[src/rtl/gbc_pkg.sv]
`timescale 1ns / 1ps
// ----------------------------------------------------------------------------
// gbc_pkg
// Shared types, register codes and constants for the gyro bias calibrator.
// ----------------------------------------------------------------------------
package gbc_pkg;

    // configuration port geometry
    localparam int CFG_IDX_W  = 3;
    localparam int CFG_DATA_W = 32;

    // raw count register width and its largest value
    localparam int         COUNT_W     = 12;
    localparam logic [11:0] COUNT_TOP  = 12'hFFF;

    // default sample cap
    localparam int MAX_SAMPLES_DEF = 4095;

    // register indexes
    typedef enum logic [CFG_IDX_W-1:0] {
        REG_TARGET_TEMP  = 3'd0,
        REG_TEMP_WINDOW  = 3'd1,
        REG_SETTLE_COUNT = 3'd2,
        REG_CALIB_COUNT  = 3'd3,
        REG_BIAS_LIMIT   = 3'd4,
        REG_Z_DEADBAND   = 3'd5,
        REG_SKIP_WARMUP  = 3'd6
    } t_reg_idx;

    // processing phases
    typedef enum logic [1:0] {
        PH_WARM  = 2'd0,
        PH_CALIB = 2'd1,
        PH_RUN   = 2'd2
    } t_phase;

    // register reset values
    localparam logic signed [15:0] RST_TARGET_TEMP  = 16'sd10240;
    localparam logic [14:0]        RST_TEMP_WINDOW  = 15'd128;
    localparam logic [11:0]        RST_SETTLE_COUNT = 12'd100;
    localparam logic [11:0]        RST_CALIB_COUNT  = 12'd1500;
    localparam logic [30:0]        RST_BIAS_LIMIT   = 31'd655;
    localparam logic [30:0]        RST_Z_DEADBAND   = 31'd6554;
    localparam logic               RST_SKIP_WARMUP  = 1'b1;

    // fallback biases, Q16.16
    localparam logic signed [31:0] STD_BIAS_X = 32'sd224;
    localparam logic signed [31:0] STD_BIAS_Y = -32'sd136;
    localparam logic signed [31:0] STD_BIAS_Z = -32'sd369;

    // saturation limits
    localparam logic [31:0] SAT_POS = 32'h7FFF_FFFF;
    localparam logic [31:0] SAT_NEG = 32'h8000_0000;

    // configuration register bank
    typedef struct packed {
        logic signed [15:0] target_temp;
        logic [14:0]        temp_window;
        logic [11:0]        settle_count;
        logic [11:0]        calib_count;
        logic [30:0]        bias_limit;
        logic [30:0]        z_deadband;
        logic               skip_warmup;
    } t_cfg;

    // restart request raised by a skip_warmup write
    typedef struct packed {
        logic req;
        logic skip;
    } t_restart;

    // controller to datapath commands
    typedef struct packed {
        logic       load_in;
        logic       emit;
        logic       accum;
        logic       clear_sums;
        logic       div_load;
        logic       div_step;
        logic       div_store;
        logic       bias_load;
        logic [1:0] axis;
        t_phase     phase;
    } t_cmd;

    // datapath to controller status
    typedef struct packed {
        logic in_band;
        logic out_free;
    } t_stat;

    // effective sample count: capped, zero acts as one
    function automatic logic [11:0] eff_count(input logic [11:0] c, input logic [11:0] cap);
        logic [11:0] v;
        v = (c > cap) ? cap : c;
        if (v == 12'd0) begin
            v = 12'd1;
        end
        return v;
    endfunction

endpackage

[src/rtl/gbc_cfg.sv]
`timescale 1ns / 1ps
// ----------------------------------------------------------------------------
// gbc_cfg
// Configuration register bank; flags a restart on a skip_warmup write.
// ----------------------------------------------------------------------------
module gbc_cfg (
    input  logic                             i_clk,
    input  logic                             i_rst_n,
    input  logic                             i_cfg_valid,
    output logic                             o_cfg_ready,
    input  logic [gbc_pkg::CFG_IDX_W-1:0]    i_cfg_index,
    input  logic [gbc_pkg::CFG_DATA_W-1:0]   i_cfg_data,
    output gbc_pkg::t_cfg                    o_cfg,
    output gbc_pkg::t_restart                o_restart
);

    gbc_pkg::t_cfg r_cfg;
    logic          wr;

    // writes are always taken
    assign o_cfg_ready = 1'b1;
    assign wr          = i_cfg_valid;
    assign o_cfg       = r_cfg;

    // restart request for the controller
    assign o_restart.req  = wr && (gbc_pkg::t_reg_idx'(i_cfg_index) == gbc_pkg::REG_SKIP_WARMUP);
    assign o_restart.skip = i_cfg_data[0];

    // register write decode
    always_ff @(posedge i_clk) begin
        if (!i_rst_n) begin
            r_cfg.target_temp  <= gbc_pkg::RST_TARGET_TEMP;
            r_cfg.temp_window  <= gbc_pkg::RST_TEMP_WINDOW;
            r_cfg.settle_count <= gbc_pkg::RST_SETTLE_COUNT;
            r_cfg.calib_count  <= gbc_pkg::RST_CALIB_COUNT;
            r_cfg.bias_limit   <= gbc_pkg::RST_BIAS_LIMIT;
            r_cfg.z_deadband   <= gbc_pkg::RST_Z_DEADBAND;
            r_cfg.skip_warmup  <= gbc_pkg::RST_SKIP_WARMUP;
        end else if (wr) begin
            case (gbc_pkg::t_reg_idx'(i_cfg_index))
                gbc_pkg::REG_TARGET_TEMP:  r_cfg.target_temp  <= i_cfg_data[15:0];
                gbc_pkg::REG_TEMP_WINDOW:  r_cfg.temp_window  <= i_cfg_data[14:0];
                gbc_pkg::REG_SETTLE_COUNT: r_cfg.settle_count <= i_cfg_data[11:0];
                gbc_pkg::REG_CALIB_COUNT:  r_cfg.calib_count  <= i_cfg_data[11:0];
                gbc_pkg::REG_BIAS_LIMIT:   r_cfg.bias_limit   <= i_cfg_data[30:0];
                gbc_pkg::REG_Z_DEADBAND:   r_cfg.z_deadband   <= i_cfg_data[30:0];
                gbc_pkg::REG_SKIP_WARMUP:  r_cfg.skip_warmup  <= i_cfg_data[0];
                default: begin
                end
            endcase
        end
    end

endmodule

[src/rtl/gbc_ctrl.sv]
`timescale 1ns / 1ps
// ----------------------------------------------------------------------------
// gbc_ctrl
// Phase sequencer: sample counting, division sequencing and handshake control.
// ----------------------------------------------------------------------------
module gbc_ctrl #(
    parameter int MAX_SAMPLES = gbc_pkg::MAX_SAMPLES_DEF
) (
    input  logic              i_clk,
    input  logic              i_rst_n,
    input  logic              i_in_valid,
    output logic              o_in_ready,
    input  gbc_pkg::t_cfg     i_cfg,
    input  gbc_pkg::t_restart i_restart,
    input  gbc_pkg::t_stat    i_stat,
    output gbc_pkg::t_cmd     o_cmd
);

    localparam int EFF_MAX = (MAX_SAMPLES < 4095) ? MAX_SAMPLES : 4095;
    localparam int CNT_W   = $clog2(EFF_MAX + 1);
    localparam int SUM_W   = 32 + CNT_W;
    localparam int STEP_W  = $clog2(SUM_W);

    typedef enum logic [2:0] {
        S_IDLE,
        S_EXEC,
        S_DIV_LOAD,
        S_DIV_RUN,
        S_DIV_STORE,
        S_BIAS
    } t_state;

    t_state          r_state, n_state;
    gbc_pkg::t_phase r_phase, n_phase;
    logic [CNT_W-1:0]  r_cnt, n_cnt;
    logic [1:0]        r_axis, n_axis;
    logic [STEP_W-1:0] r_step, n_step;

    logic [11:0]      settle_full, calib_full;
    logic [CNT_W-1:0] settle_eff, calib_eff, cnt_inc;
    logic             emit;

    // effective counts
    assign settle_full = gbc_pkg::eff_count(i_cfg.settle_count, 12'(EFF_MAX));
    assign calib_full  = gbc_pkg::eff_count(i_cfg.calib_count, 12'(EFF_MAX));
    assign settle_eff  = settle_full[CNT_W-1:0];
    assign calib_eff   = calib_full[CNT_W-1:0];
    assign cnt_inc     = r_cnt + 1'b1;

    // commands decoded from state
    assign o_in_ready       = (r_state == S_IDLE);
    assign emit             = (r_state == S_EXEC) && i_stat.out_free;
    assign o_cmd.load_in    = o_in_ready && i_in_valid;
    assign o_cmd.emit       = emit;
    assign o_cmd.accum      = emit && (r_phase == gbc_pkg::PH_CALIB);
    assign o_cmd.clear_sums = (r_state == S_BIAS) || i_restart.req;
    assign o_cmd.div_load   = (r_state == S_DIV_LOAD);
    assign o_cmd.div_step   = (r_state == S_DIV_RUN);
    assign o_cmd.div_store  = (r_state == S_DIV_STORE);
    assign o_cmd.bias_load  = (r_state == S_BIAS);
    assign o_cmd.axis       = r_axis;
    assign o_cmd.phase      = r_phase;

    // next-state logic
    always_comb begin
        n_state = r_state;
        n_phase = r_phase;
        n_cnt   = r_cnt;
        n_axis  = r_axis;
        n_step  = r_step;
        case (r_state)
            S_IDLE: begin
                if (i_in_valid) begin
                    n_state = S_EXEC;
                end
            end
            S_EXEC: begin
                if (i_stat.out_free) begin
                    n_state = S_IDLE;
                    case (r_phase)
                        gbc_pkg::PH_WARM: begin
                            if (i_stat.in_band) begin
                                if (cnt_inc >= settle_eff) begin
                                    n_phase = gbc_pkg::PH_CALIB;
                                    n_cnt   = '0;
                                end else begin
                                    n_cnt = cnt_inc;
                                end
                            end
                        end
                        gbc_pkg::PH_CALIB: begin
                            if (cnt_inc >= calib_eff) begin
                                n_cnt   = '0;
                                n_axis  = 2'd0;
                                n_state = S_DIV_LOAD;
                            end else begin
                                n_cnt = cnt_inc;
                            end
                        end
                        default: begin
                        end
                    endcase
                end
            end
            S_DIV_LOAD: begin
                n_step  = STEP_W'(SUM_W - 1);
                n_state = S_DIV_RUN;
            end
            S_DIV_RUN: begin
                if (r_step == '0) begin
                    n_state = S_DIV_STORE;
                end else begin
                    n_step = r_step - 1'b1;
                end
            end
            S_DIV_STORE: begin
                if (r_axis == 2'd2) begin
                    n_state = S_BIAS;
                end else begin
                    n_axis  = r_axis + 1'b1;
                    n_state = S_DIV_LOAD;
                end
            end
            S_BIAS: begin
                n_phase = gbc_pkg::PH_RUN;
                n_cnt   = '0;
                n_state = S_IDLE;
            end
            default: begin
                n_state = S_IDLE;
            end
        endcase
        // restart from a skip_warmup write
        if (i_restart.req) begin
            n_phase = i_restart.skip ? gbc_pkg::PH_CALIB : gbc_pkg::PH_WARM;
            n_cnt   = '0;
        end
    end

    // state and registered control
    always_ff @(posedge i_clk) begin
        if (!i_rst_n) begin
            r_state <= S_IDLE;
            r_phase <= gbc_pkg::RST_SKIP_WARMUP ? gbc_pkg::PH_CALIB : gbc_pkg::PH_WARM;
            r_cnt   <= '0;
            r_axis  <= 2'd0;
            r_step  <= '0;
        end else begin
            r_state <= n_state;
            r_phase <= n_phase;
            r_cnt   <= n_cnt;
            r_axis  <= n_axis;
            r_step  <= n_step;
        end
    end

endmodule

[src/rtl/gbc_dp.sv]
`timescale 1ns / 1ps
// ----------------------------------------------------------------------------
// gbc_dp
// Datapath: sample capture, axis sums, shared serial divider, bias correction
// and the output register.
// ----------------------------------------------------------------------------
module gbc_dp #(
    parameter int MAX_SAMPLES = gbc_pkg::MAX_SAMPLES_DEF
) (
    input  logic                i_clk,
    input  logic                i_rst_n,
    input  gbc_pkg::t_cfg       i_cfg,
    input  gbc_pkg::t_cmd       i_cmd,
    output gbc_pkg::t_stat      o_stat,
    input  logic signed [15:0]  i_temperature,
    input  logic signed [31:0]  i_rate_x,
    input  logic signed [31:0]  i_rate_y,
    input  logic signed [31:0]  i_rate_z,
    output logic                o_out_valid,
    input  logic                i_out_ready,
    output logic signed [31:0]  o_fixed_x,
    output logic signed [31:0]  o_fixed_y,
    output logic signed [31:0]  o_fixed_z,
    output logic                o_rates_valid,
    output logic [1:0]          o_phase
);

    localparam int EFF_MAX = (MAX_SAMPLES < 4095) ? MAX_SAMPLES : 4095;
    localparam int CNT_W   = $clog2(EFF_MAX + 1);
    localparam int SUM_W   = 32 + CNT_W;

    // captured sample
    logic signed [15:0] r_temp;
    logic signed [31:0] r_rate [3];

    // calibration state
    logic signed [SUM_W-1:0] r_sum  [3];
    logic signed [31:0]      r_mean [3];
    logic signed [31:0]      r_bias [3];
    logic                    r_bad;

    // divider registers
    logic [SUM_W-1:0] r_quo;
    logic [CNT_W-1:0] r_rem;
    logic             r_neg;

    // output register
    logic              r_out_valid;
    logic signed [31:0] r_fix [3];
    logic              r_rv;
    logic [1:0]        r_ph;

    logic [11:0]      calib_full;
    logic [CNT_W-1:0] divisor;
    logic [CNT_W:0]   trial;
    logic [CNT_W:0]   trial_diff;
    logic             trial_ge;
    logic [SUM_W-1:0] sum_sel;
    logic [SUM_W-1:0] mean_wide;

    logic signed [16:0] temp_diff;
    logic [16:0]        temp_mag;

    logic signed [32:0] diff [3];
    logic [32:0]        z_mag;
    logic               z_dead;
    logic [31:0]        corr [3];

    // temperature band test
    assign temp_diff      = {r_temp[15], r_temp} - {i_cfg.target_temp[15], i_cfg.target_temp};
    assign temp_mag       = temp_diff[16] ? 17'(-temp_diff) : 17'(temp_diff);
    assign o_stat.in_band = temp_mag < {2'b00, i_cfg.temp_window};
    assign o_stat.out_free = !r_out_valid || i_out_ready;

    // divider step: restoring, one quotient bit per cycle
    assign calib_full = gbc_pkg::eff_count(i_cfg.calib_count, 12'(EFF_MAX));
    assign divisor    = calib_full[CNT_W-1:0];
    assign trial      = {r_rem, r_quo[SUM_W-1]};
    assign trial_ge   = trial >= {1'b0, divisor};
    assign trial_diff = trial - {1'b0, divisor};
    assign sum_sel    = r_sum[i_cmd.axis];
    assign mean_wide  = r_neg ? (~r_quo + 1'b1) : r_quo;

    // run phase correction
    always_comb begin
        for (int i = 0; i < 3; i++) begin
            diff[i] = {r_rate[i][31], r_rate[i]} - {r_bias[i][31], r_bias[i]};
        end
        z_mag  = diff[2][32] ? 33'(-diff[2]) : 33'(diff[2]);
        z_dead = z_mag < {2'b00, i_cfg.z_deadband};
        for (int i = 0; i < 3; i++) begin
            if (diff[i][32] != diff[i][31]) begin
                corr[i] = diff[i][32] ? gbc_pkg::SAT_NEG : gbc_pkg::SAT_POS;
            end else begin
                corr[i] = diff[i][31:0];
            end
        end
        if (z_dead) begin
            corr[2] = '0;
        end
    end

    // sample capture
    always_ff @(posedge i_clk) begin
        if (i_cmd.load_in) begin
            r_temp    <= i_temperature;
            r_rate[0] <= i_rate_x;
            r_rate[1] <= i_rate_y;
            r_rate[2] <= i_rate_z;
        end
    end

    // axis sums and biases
    always_ff @(posedge i_clk) begin
        if (!i_rst_n) begin
            for (int i = 0; i < 3; i++) begin
                r_sum[i]  <= '0;
                r_bias[i] <= '0;
            end
            r_bad <= 1'b0;
        end else begin
            if (i_cmd.clear_sums) begin
                for (int i = 0; i < 3; i++) begin
                    r_sum[i] <= '0;
                end
            end else if (i_cmd.accum) begin
                for (int i = 0; i < 3; i++) begin
                    r_sum[i] <= r_sum[i] + {{(SUM_W-32){r_rate[i][31]}}, r_rate[i]};
                end
            end
            if (i_cmd.div_load && (i_cmd.axis == 2'd0)) begin
                r_bad <= 1'b0;
            end else if (i_cmd.div_store) begin
                r_bad <= r_bad || (r_quo > {{(SUM_W-31){1'b0}}, i_cfg.bias_limit});
            end
            if (i_cmd.bias_load) begin
                if (r_bad) begin
                    r_bias[0] <= gbc_pkg::STD_BIAS_X;
                    r_bias[1] <= gbc_pkg::STD_BIAS_Y;
                    r_bias[2] <= gbc_pkg::STD_BIAS_Z;
                end else begin
                    for (int i = 0; i < 3; i++) begin
                        r_bias[i] <= r_mean[i];
                    end
                end
            end
        end
    end

    // shared divider
    always_ff @(posedge i_clk) begin
        if (i_cmd.div_load) begin
            r_neg <= sum_sel[SUM_W-1];
            r_quo <= sum_sel[SUM_W-1] ? (~sum_sel + 1'b1) : sum_sel;
            r_rem <= '0;
        end else if (i_cmd.div_step) begin
            r_rem <= trial_ge ? trial_diff[CNT_W-1:0] : trial[CNT_W-1:0];
            r_quo <= {r_quo[SUM_W-2:0], trial_ge};
        end
        if (i_cmd.div_store) begin
            r_mean[i_cmd.axis] <= mean_wide[31:0];
        end
    end

    // output register
    always_ff @(posedge i_clk) begin
        if (!i_rst_n) begin
            r_out_valid <= 1'b0;
        end else if (i_cmd.emit) begin
            r_out_valid <= 1'b1;
        end else if (i_out_ready) begin
            r_out_valid <= 1'b0;
        end
    end

    always_ff @(posedge i_clk) begin
        if (i_cmd.emit) begin
            r_ph <= i_cmd.phase;
            if (i_cmd.phase == gbc_pkg::PH_RUN) begin
                for (int i = 0; i < 3; i++) begin
                    r_fix[i] <= corr[i];
                end
                r_rv <= 1'b1;
            end else begin
                for (int i = 0; i < 3; i++) begin
                    r_fix[i] <= '0;
                end
                r_rv <= 1'b0;
            end
        end
    end

    assign o_out_valid   = r_out_valid;
    assign o_fixed_x     = r_fix[0];
    assign o_fixed_y     = r_fix[1];
    assign o_fixed_z     = r_fix[2];
    assign o_rates_valid = r_rv;
    assign o_phase       = r_ph;

endmodule

[src/rtl/gyro_bias_calibrate_correct_top.sv]
`timescale 1ns / 1ps
// ----------------------------------------------------------------------------
// gyro_bias_calibrate_correct_top
// Gyro static bias calibration and correction: warm-up, averaging, run.
// ----------------------------------------------------------------------------
//  channel | direction | handshake                  | payload
//  --------+-----------+----------------------------+----------------------------------
//  in      | sink      | i_in_valid / o_in_ready    | temperature, rate_x/y/z
//  out     | source    | o_out_valid / i_out_ready  | fixed_x/y/z, rates_valid, phase
//  cfg     | sink      | i_cfg_valid / o_cfg_ready  | cfg_index, cfg_data
//
//  A sample is captured, then an update step updates the phase state and
//  loads the output register; the next sample is taken only after that step.
//  The sample that ends calibration then runs the shared one-bit-per-cycle
//  divider (SUM_W = 32 + count width bits) per axis, then loads the biases.
//  A full output register holds the block in its update cycle until drained.
//  Synchronous active-low reset; no clearing pass. Configuration is always ready.
// ----------------------------------------------------------------------------
module gyro_bias_calibrate_correct_top #(
    parameter int MAX_SAMPLES = gbc_pkg::MAX_SAMPLES_DEF
) (
    input  logic                            i_clk,
    input  logic                            i_rst_n,
    input  logic                            i_in_valid,
    output logic                            o_in_ready,
    input  logic signed [15:0]              i_temperature,
    input  logic signed [31:0]              i_rate_x,
    input  logic signed [31:0]              i_rate_y,
    input  logic signed [31:0]              i_rate_z,
    output logic                            o_out_valid,
    input  logic                            i_out_ready,
    output logic signed [31:0]              o_fixed_x,
    output logic signed [31:0]              o_fixed_y,
    output logic signed [31:0]              o_fixed_z,
    output logic                            o_rates_valid,
    output logic [1:0]                      o_phase,
    input  logic                            i_cfg_valid,
    output logic                            o_cfg_ready,
    input  logic [gbc_pkg::CFG_IDX_W-1:0]   i_cfg_index,
    input  logic [gbc_pkg::CFG_DATA_W-1:0]  i_cfg_data
);

    gbc_pkg::t_cfg     cfg;
    gbc_pkg::t_restart restart;
    gbc_pkg::t_cmd     cmd;
    gbc_pkg::t_stat    stat;

    // configuration registers
    gbc_cfg u_cfg (
        .i_clk       (i_clk),
        .i_rst_n     (i_rst_n),
        .i_cfg_valid (i_cfg_valid),
        .o_cfg_ready (o_cfg_ready),
        .i_cfg_index (i_cfg_index),
        .i_cfg_data  (i_cfg_data),
        .o_cfg       (cfg),
        .o_restart   (restart)
    );

    // phase sequencer
    gbc_ctrl #(
        .MAX_SAMPLES (MAX_SAMPLES)
    ) u_ctrl (
        .i_clk      (i_clk),
        .i_rst_n    (i_rst_n),
        .i_in_valid (i_in_valid),
        .o_in_ready (o_in_ready),
        .i_cfg      (cfg),
        .i_restart  (restart),
        .i_stat     (stat),
        .o_cmd      (cmd)
    );

    // datapath
    gbc_dp #(
        .MAX_SAMPLES (MAX_SAMPLES)
    ) u_dp (
        .i_clk         (i_clk),
        .i_rst_n       (i_rst_n),
        .i_cfg         (cfg),
        .i_cmd         (cmd),
        .o_stat        (stat),
        .i_temperature (i_temperature),
        .i_rate_x      (i_rate_x),
        .i_rate_y      (i_rate_y),
        .i_rate_z      (i_rate_z),
        .o_out_valid   (o_out_valid),
        .i_out_ready   (i_out_ready),
        .o_fixed_x     (o_fixed_x),
        .o_fixed_y     (o_fixed_y),
        .o_fixed_z     (o_fixed_z),
        .o_rates_valid (o_rates_valid),
        .o_phase       (o_phase)
    );

endmodule

[config.mk]
export PLATFORM = sky130hd
export DESIGN_NAME = gyro_bias_calibrate_correct_top
export DESIGN_NICKNAME = d
export VERILOG_FILES = /design/src/rtl/gbc_pkg.sv /design/src/rtl/gbc_cfg.sv /design/src/rtl/gbc_ctrl.sv /design/src/rtl/gbc_dp.sv /design/src/rtl/gyro_bias_calibrate_correct_top.sv
export SDC_FILE = /design/constraint.sdc
export NUM_CORES = 2
export LEC_CHECK = 0
export BUFFER_PORTS_ARGS = -buffer_cell sky130_fd_sc_hd__buf_2
export CORE_ASPECT_RATIO = 1.2
export CORE_MARGIN = 2
export CORE_UTILIZATION = 30
export CTS_CLUSTER_SIZE = 40
export DETAILED_ROUTE_END_ITERATION = 10
export PLACE_DENSITY = 0.42
export SYNTH_ARGS = -nofsm -noshare
export SYNTH_HDL_FRONTEND = slang
export SYNTH_SLANG_ARGS = --single-unit
[constraint.sdc]
create_clock -name i_clk -period 14.5 [get_ports i_clk]
set_clock_uncertainty 0.2 [all_clocks]
set_input_delay 0.725 -clock i_clk [delete_from_list [all_inputs] [get_ports i_clk]]
set_output_delay 0.725 -clock i_clk [all_outputs]
set_load 0.01 [all_outputs]
After elaboration in Yosys (flattened, before gate mapping)
Memory sizes are Yosys's and may differ from the RTL's. A register that Yosys moved wholly into a read port is not among the register bits.
Cells that the tools add are included.
{"block": "totals", "register_bits": 220, "mem_bits_rw": 516, "out_inout_bits": 102, "wordCells": 219, "n_memories": 5}
{"block": "op_classes", "addsub": 15, "magnitude_cmp": 8, "eq_ne": 30, "muxes": 90, "bitwise_logic": 18, "n_reduce_logical": 34}
{"name": "u_dp.r_sum", "depth": 3, "word_bits": 44, "rd": 4, "rd_clocked_by_memory_dff": 1, "write_ports": 3, "line": "gbc_dp.sv:37", "source": "logic signed [SUM_W-1:0] r_sum [3];"}
{"name": "u_dp.r_bias", "depth": 3, "word_bits": 32, "rd": 3, "rd_clocked_by_memory_dff": 0, "write_ports": 3, "line": "gbc_dp.sv:39", "source": "logic signed [31:0] r_bias [3];"}
{"name": "u_dp.r_fix", "depth": 3, "word_bits": 32, "rd": 3, "rd_clocked_by_memory_dff": 0, "write_ports": 3, "line": "gbc_dp.sv:49", "source": "logic signed [31:0] r_fix [3];"}
{"name": "u_dp.r_mean", "depth": 3, "word_bits": 32, "rd": 3, "rd_clocked_by_memory_dff": 0, "write_ports": 1, "line": "gbc_dp.sv:38", "source": "logic signed [31:0] r_mean [3];"}
{"name": "u_dp.r_rate", "depth": 3, "word_bits": 32, "rd": 3, "rd_clocked_by_memory_dff": 0, "write_ports": 3, "line": "gbc_dp.sv:34", "source": "logic signed [31:0] r_rate [3];"}
{"op": "$mux 32", "count": 17}
{"op": "$mux 44", "count": 9}
{"op": "$add 44x44->44", "count": 3}
{"op": "$mux 12", "count": 9}
{"op": "$sub 32x32->33", "count": 3}
{"op": "$pmux 12 s2", "count": 2}
{"op": "$add 44x1->44 const B", "count": 1}
{"op": "$gt 44x31->1", "count": 1}
{"op": "$not 44->44", "count": 1}
{"op": "$lt 33x31->1", "count": 1}
{"op": "$mux 33", "count": 1}
{"op": "$neg 33->33", "count": 1}
{"op": "$add 32x1->32 const B", "count": 1}
{"op": "$not 32->32", "count": 1}
{"op": "$mux 1", "count": 29}
{"op": "$ge 12x12->1", "count": 2}
{"op": "$gt 12x12->1 const B", "count": 2}
{"op": "$logic_not 12->1", "count": 2}
{"op": "$mux 2", "count": 12}
{"op": "$lt 17x15->1", "count": 1}
{"op": "$mux 17", "count": 1}
{"op": "$neg 17->17", "count": 1}
{"op": "$sub 16x16->17", "count": 1}
{"op": "$eq 3x3->1 const B", "count": 5}
{"op": "35 further kinds", "count": 88}

Logic depth before layout (Yosys ltp)
{"block": "depth", "ltp_word": 11, "ltp_mapped": 31, "depth_no_buf": 27}

Hierarchy
A second synthesis with hierarchy kept.
{"block": "unflattened", "cells_unflattened": 4704, "area_unflattened_um2": 46265.6}
{"mod": "gbc_dp", "instances": 1, "cells_each": 4005, "area_each_um2": 39719.3, "seq_area_each_um2": 17697.0}
{"mod": "gbc_cfg", "instances": 1, "cells_each": 449, "area_each_um2": 4569.4, "seq_area_each_um2": 2362.3}
{"mod": "gbc_ctrl", "instances": 1, "cells_each": 250, "area_each_um2": 1976.9, "seq_area_each_um2": 500.5}

Least setup slack after synthesis
OpenSTA, ideal clock, no wires.
{"block": "synth_path", "kind": "input-to-reg", "from": "input port i_out_ready", "to": "memory u_dp.r_sum[0][0] in the netlist's numbering, enable pin", "setup_ps": 657, "t_arrival_ps": 7127, "required_time_ps": 13643, "setup_slack_ps": 6516, "cell_stages": 3, "n_path_buf": 0, "cell_sequence": "nand2b_1 -> a21oi_1 -> o211ai_1"}
{"element": "start: declaration", "line": "gyro_bias_calibrate_correct_top.sv:31", "source": "input logic i_out_ready,"}
{"element": "end: declaration", "line": "gbc_dp.sv:37"}

==> metrics.txt <==
cell taking the most area after synthesis=edfxtp_1; Slew @ Worst Pin=roughly 1200 ps; WHS Endpoint=u_dp.r_rate[0][26]; Period minus WS final=between 7000 and 8000 ps; final period utilization=between 50% and 60%; die area=~150000 µm²; Clock Sinks=738; Root Buffer=clkbuf_16; Sequential Power Share=around 40%; DRT met1 WL=roughly 65 mm; Post-Syn Area=~45000 µm²; Post-route DRC=22; maxcap violations=0; met2 WL post-DR=71.3 mm; Top delay family on crit path=compound AO/OA/AOI/OAI gates; core area=149000 µm²; first-pass GRT wire length=about 220 mm; Synth Area in XOR/XNOR=6.34%; # IOs=roughly 250; aggregate global routing overflow=0; CP max stage cell=a2111oi_0; CP Data Required Time=14730 ps; Crit path arrival time=roughly 7700 ps; worst reg2reg startpoint=u_dp.r_rate[0][64]; switching power=slightly above 2000 µW; WL/cell=about 21 µm; post-synthesis compound-gate area fraction=between 10% and 20%; Net Sw Frac=between 30 and 40%; Synth area leaders=edfxtp_1 (39%), ha_1 (10%), dfxtp_1 (7.0%); Syn. warnings=0; Worst-path clk slew=roughly 60 ps; failing checks=design-rule violations; FMAX=between 100 and 150 MHz; CP Depth=28; Worst VDD drop=approximately 0.095 mV; initial core utilization=roughly 30%; CP startpoint kind=flip-flop; HP Start=i_rate_x[26]; layout cells sized above 1=roughly a tenth; WL met3=between 4 and 5 mm; crit path kind=flip-flop to flip-flop; routed vias/inst=4.97; CTS tree=built; setup violators final=0; top cell type's share of synthesized area=38.8%; vias in the first global route=34792; Power Dens Cells=125 nW/µm²; ant diodes=0; Post-synth top cells=edfxtp_1 (580), nand2_1 (470), nor2_1 (416); Hold Slack=~57 ps; Hold Violations, Final=0; RR Endpoint=u_dp.r_fix[0][92]; DRT iter0 DRCs=approximately 2100; worst-skew pair later-pin latency=roughly 720 ps; CP max stage delay=approximately 490 ps; Num CTS Buffers=slightly above 90; Worst Setup SP=u_dp.r_rate[0][64]; setup TNS=0 ps; Port Buffers=between 200 and 300; Crit Path Max Fanout=29; mux cell area share after synthesis=1.58%; Leak=0.0209 µW; CP bufs+invs=4; area of the multi-input gates=22600 µm²; syn avg cell area=roughly 9.8 µm²; Pwr Total=about 6600 µW; Pint=between 4000 and 5000 µW; Synth Area in Simple Gates=around 14%; RSZ-0062 raised after global routing=no; R2R depth=28; top-count cell post-synth=edfxtp_1; CTS Buffer Depth=3; final net count=5458; pin count of the biggest net entering global routing=between 100 and 150; post-CTS setup repair buffer count=0; Net Count, Synth=5127; Fillers=roughly 15000; Slew headroom=a little over a fifth; Die Y=428 µm; ys async rst share=0%; row count=around 160; DR top layer=met5; largest family of logic cells by synthesized area=compound AO/OA/AOI/OAI gates; hold depth=1; routability-driven placement congestion ratio=0.879; ys flop type=edfxtp_1; Synth cell types=88; area grow syn2layout=17.1%; status=complete, but fails checks; post-DP HPWL=approximately 110 mm; adder-cell share of the synthesized area=approximately a tenth; r2r setup slk=roughly 7000 ps; drt total wl=around 140 mm; global-route usage over all layers=a little under a fifth; routed via count=roughly 35000; sequential fraction of the synthesis area=between 40% and 50%; worst hold path class=primary input to flip-flop; Pre-antenna DRT Iters=11; DIE WIDTH=357 µm; Setup crit end kind=flip-flop; Syn Inst Count=between 4000 and 5000; register area=20600 µm²; Post-synth EDFFs=580; Logic pwr share=approximately a quarter; Final Max Tran Viols=0; Clk pwr share=a little under two fifths; Detail Route Antenna Nets=0; H-Tree Depth=3; Yosys reg bits=738; initial antenna violation count=8
==> what timing repair did <==
| action | in CTS | in global routing |
|---|---|---|
| gates resized for setup | 0 | 0 |
| hold buffers | 105 | 0 |
| hold endpoints to repair | 105 | 0 |
==> area by class of cell <==
type                    count  area share, %
clock inverters            58           1.34
well taps                1962           4.67
clock buffers             112           4.70
inverters                 300           2.14
multi-input cells        3406           43.0
repair buffers            399           5.03
flip-flops and latches    738           39.1
==> sequential cells by signal, summed over array words and instances (netlist names), 16 cells and up, named ones only <==
name         count
u_dp.r_mean     96
u_dp.r_temp     16
u_dp.r_quo      44
u_dp.r_rate     96
u_cfg.o_cfg    117
u_dp.r_sum     132
u_dp.r_bias     96
u_dp.r_fix      96
==> power by group through the flow <==
stage                     registers (µW)  logic, µW  clock network (µW)
after floorplan                     2590       1060                   0
after CTS                           2560       1570                2540
after detailed placement            2600       1530                   0
after global placement              2600       1530                   0
final                               2550       1550                2450
after global routing                2570       1740                2600
==> worst max-delay path by stage <==
stage | to | slack (ps)
after global routing | u_dp.r_fix[0][92] | 6510
after CTS | u_dp.r_fix[0][92] | 6930
final | u_dp.r_fix[0][92] | 7020
after detailed placement | u_dp.r_fix[0][92] | 6960
after global placement | u_dp.r_fix[0][79] | 6940
after floorplan | u_dp.r_sum[0][0] | 6520
==> through the flow <==
stage	instances	cell area, µm²	setup WS, ps	util [%]
finish	6975	52600	7020	35.3
global route	6975	52600	6510	35.3
CTS	6975	52600	6930	35.3
detailed placement	6700	48400	6960	32.5
global placement	6700	48400	6940	32.5
floorplan	4605	44900	6520	-
==> worst register-to-register path, delay by kind of cell, from the launching register on <==
family                   cells  cell delay, ps
AO/OA/AOI/OAI               17            4360
XOR/XNOR                     1             150
adder cells (fa/ha/maj)      3             880
buffers and inverters        4             770
flip-flops                   1             390
AND/OR/NAND/NOR              3             450
==> cell usage in the layout (no fill, tap or decap), drive strengths merged, types with 35 or more instances in the layout <==
cell         synthesis  routed
o21ai              268     268
a21o               177     177
a21oi              412     412
nand2b              58      58
inv                299     304
dlygate4sd3          0     105
ha                 362     362
o21a                41      41
dfxtp              158     158
xor2               116     116
nand2              470     470
buf                 24     294
o211ai              40      40
a211oi              35      35
clkinv               1      38
clkbuf             137     112
a31oi               46      46
xnor2              209     209
nor3                65      65
nor2b               60      60
nand3               73      73
and3                43      43
and2                68      68
nor2               417     417
edfxtp             580     580
nand4               43      43
mux2i               58      58
==> metal layers <==
layer / vias up / GRT usage (%)
met1: 16618 / 24.0
met3: 171 / 2.24
met2: 592 / 32.8
li1: 17297 / -
met4: 10 / 5.21
met5: - / 0
==> logic make-up (layout without fill, tap and decap cells) <==
group	after synthesis	after routing
AND/OR/NAND/NOR	1395	1395
flip-flops	738	738
AO/OA/AOI/OAI	1246	1246
multiplexers	69	69
other	1	1
buffers and inverters	461	869
adder cells (fa/ha/maj)	370	370
XOR/XNOR	325	325
No activity file was read; power rests on OpenSTA's default activity.
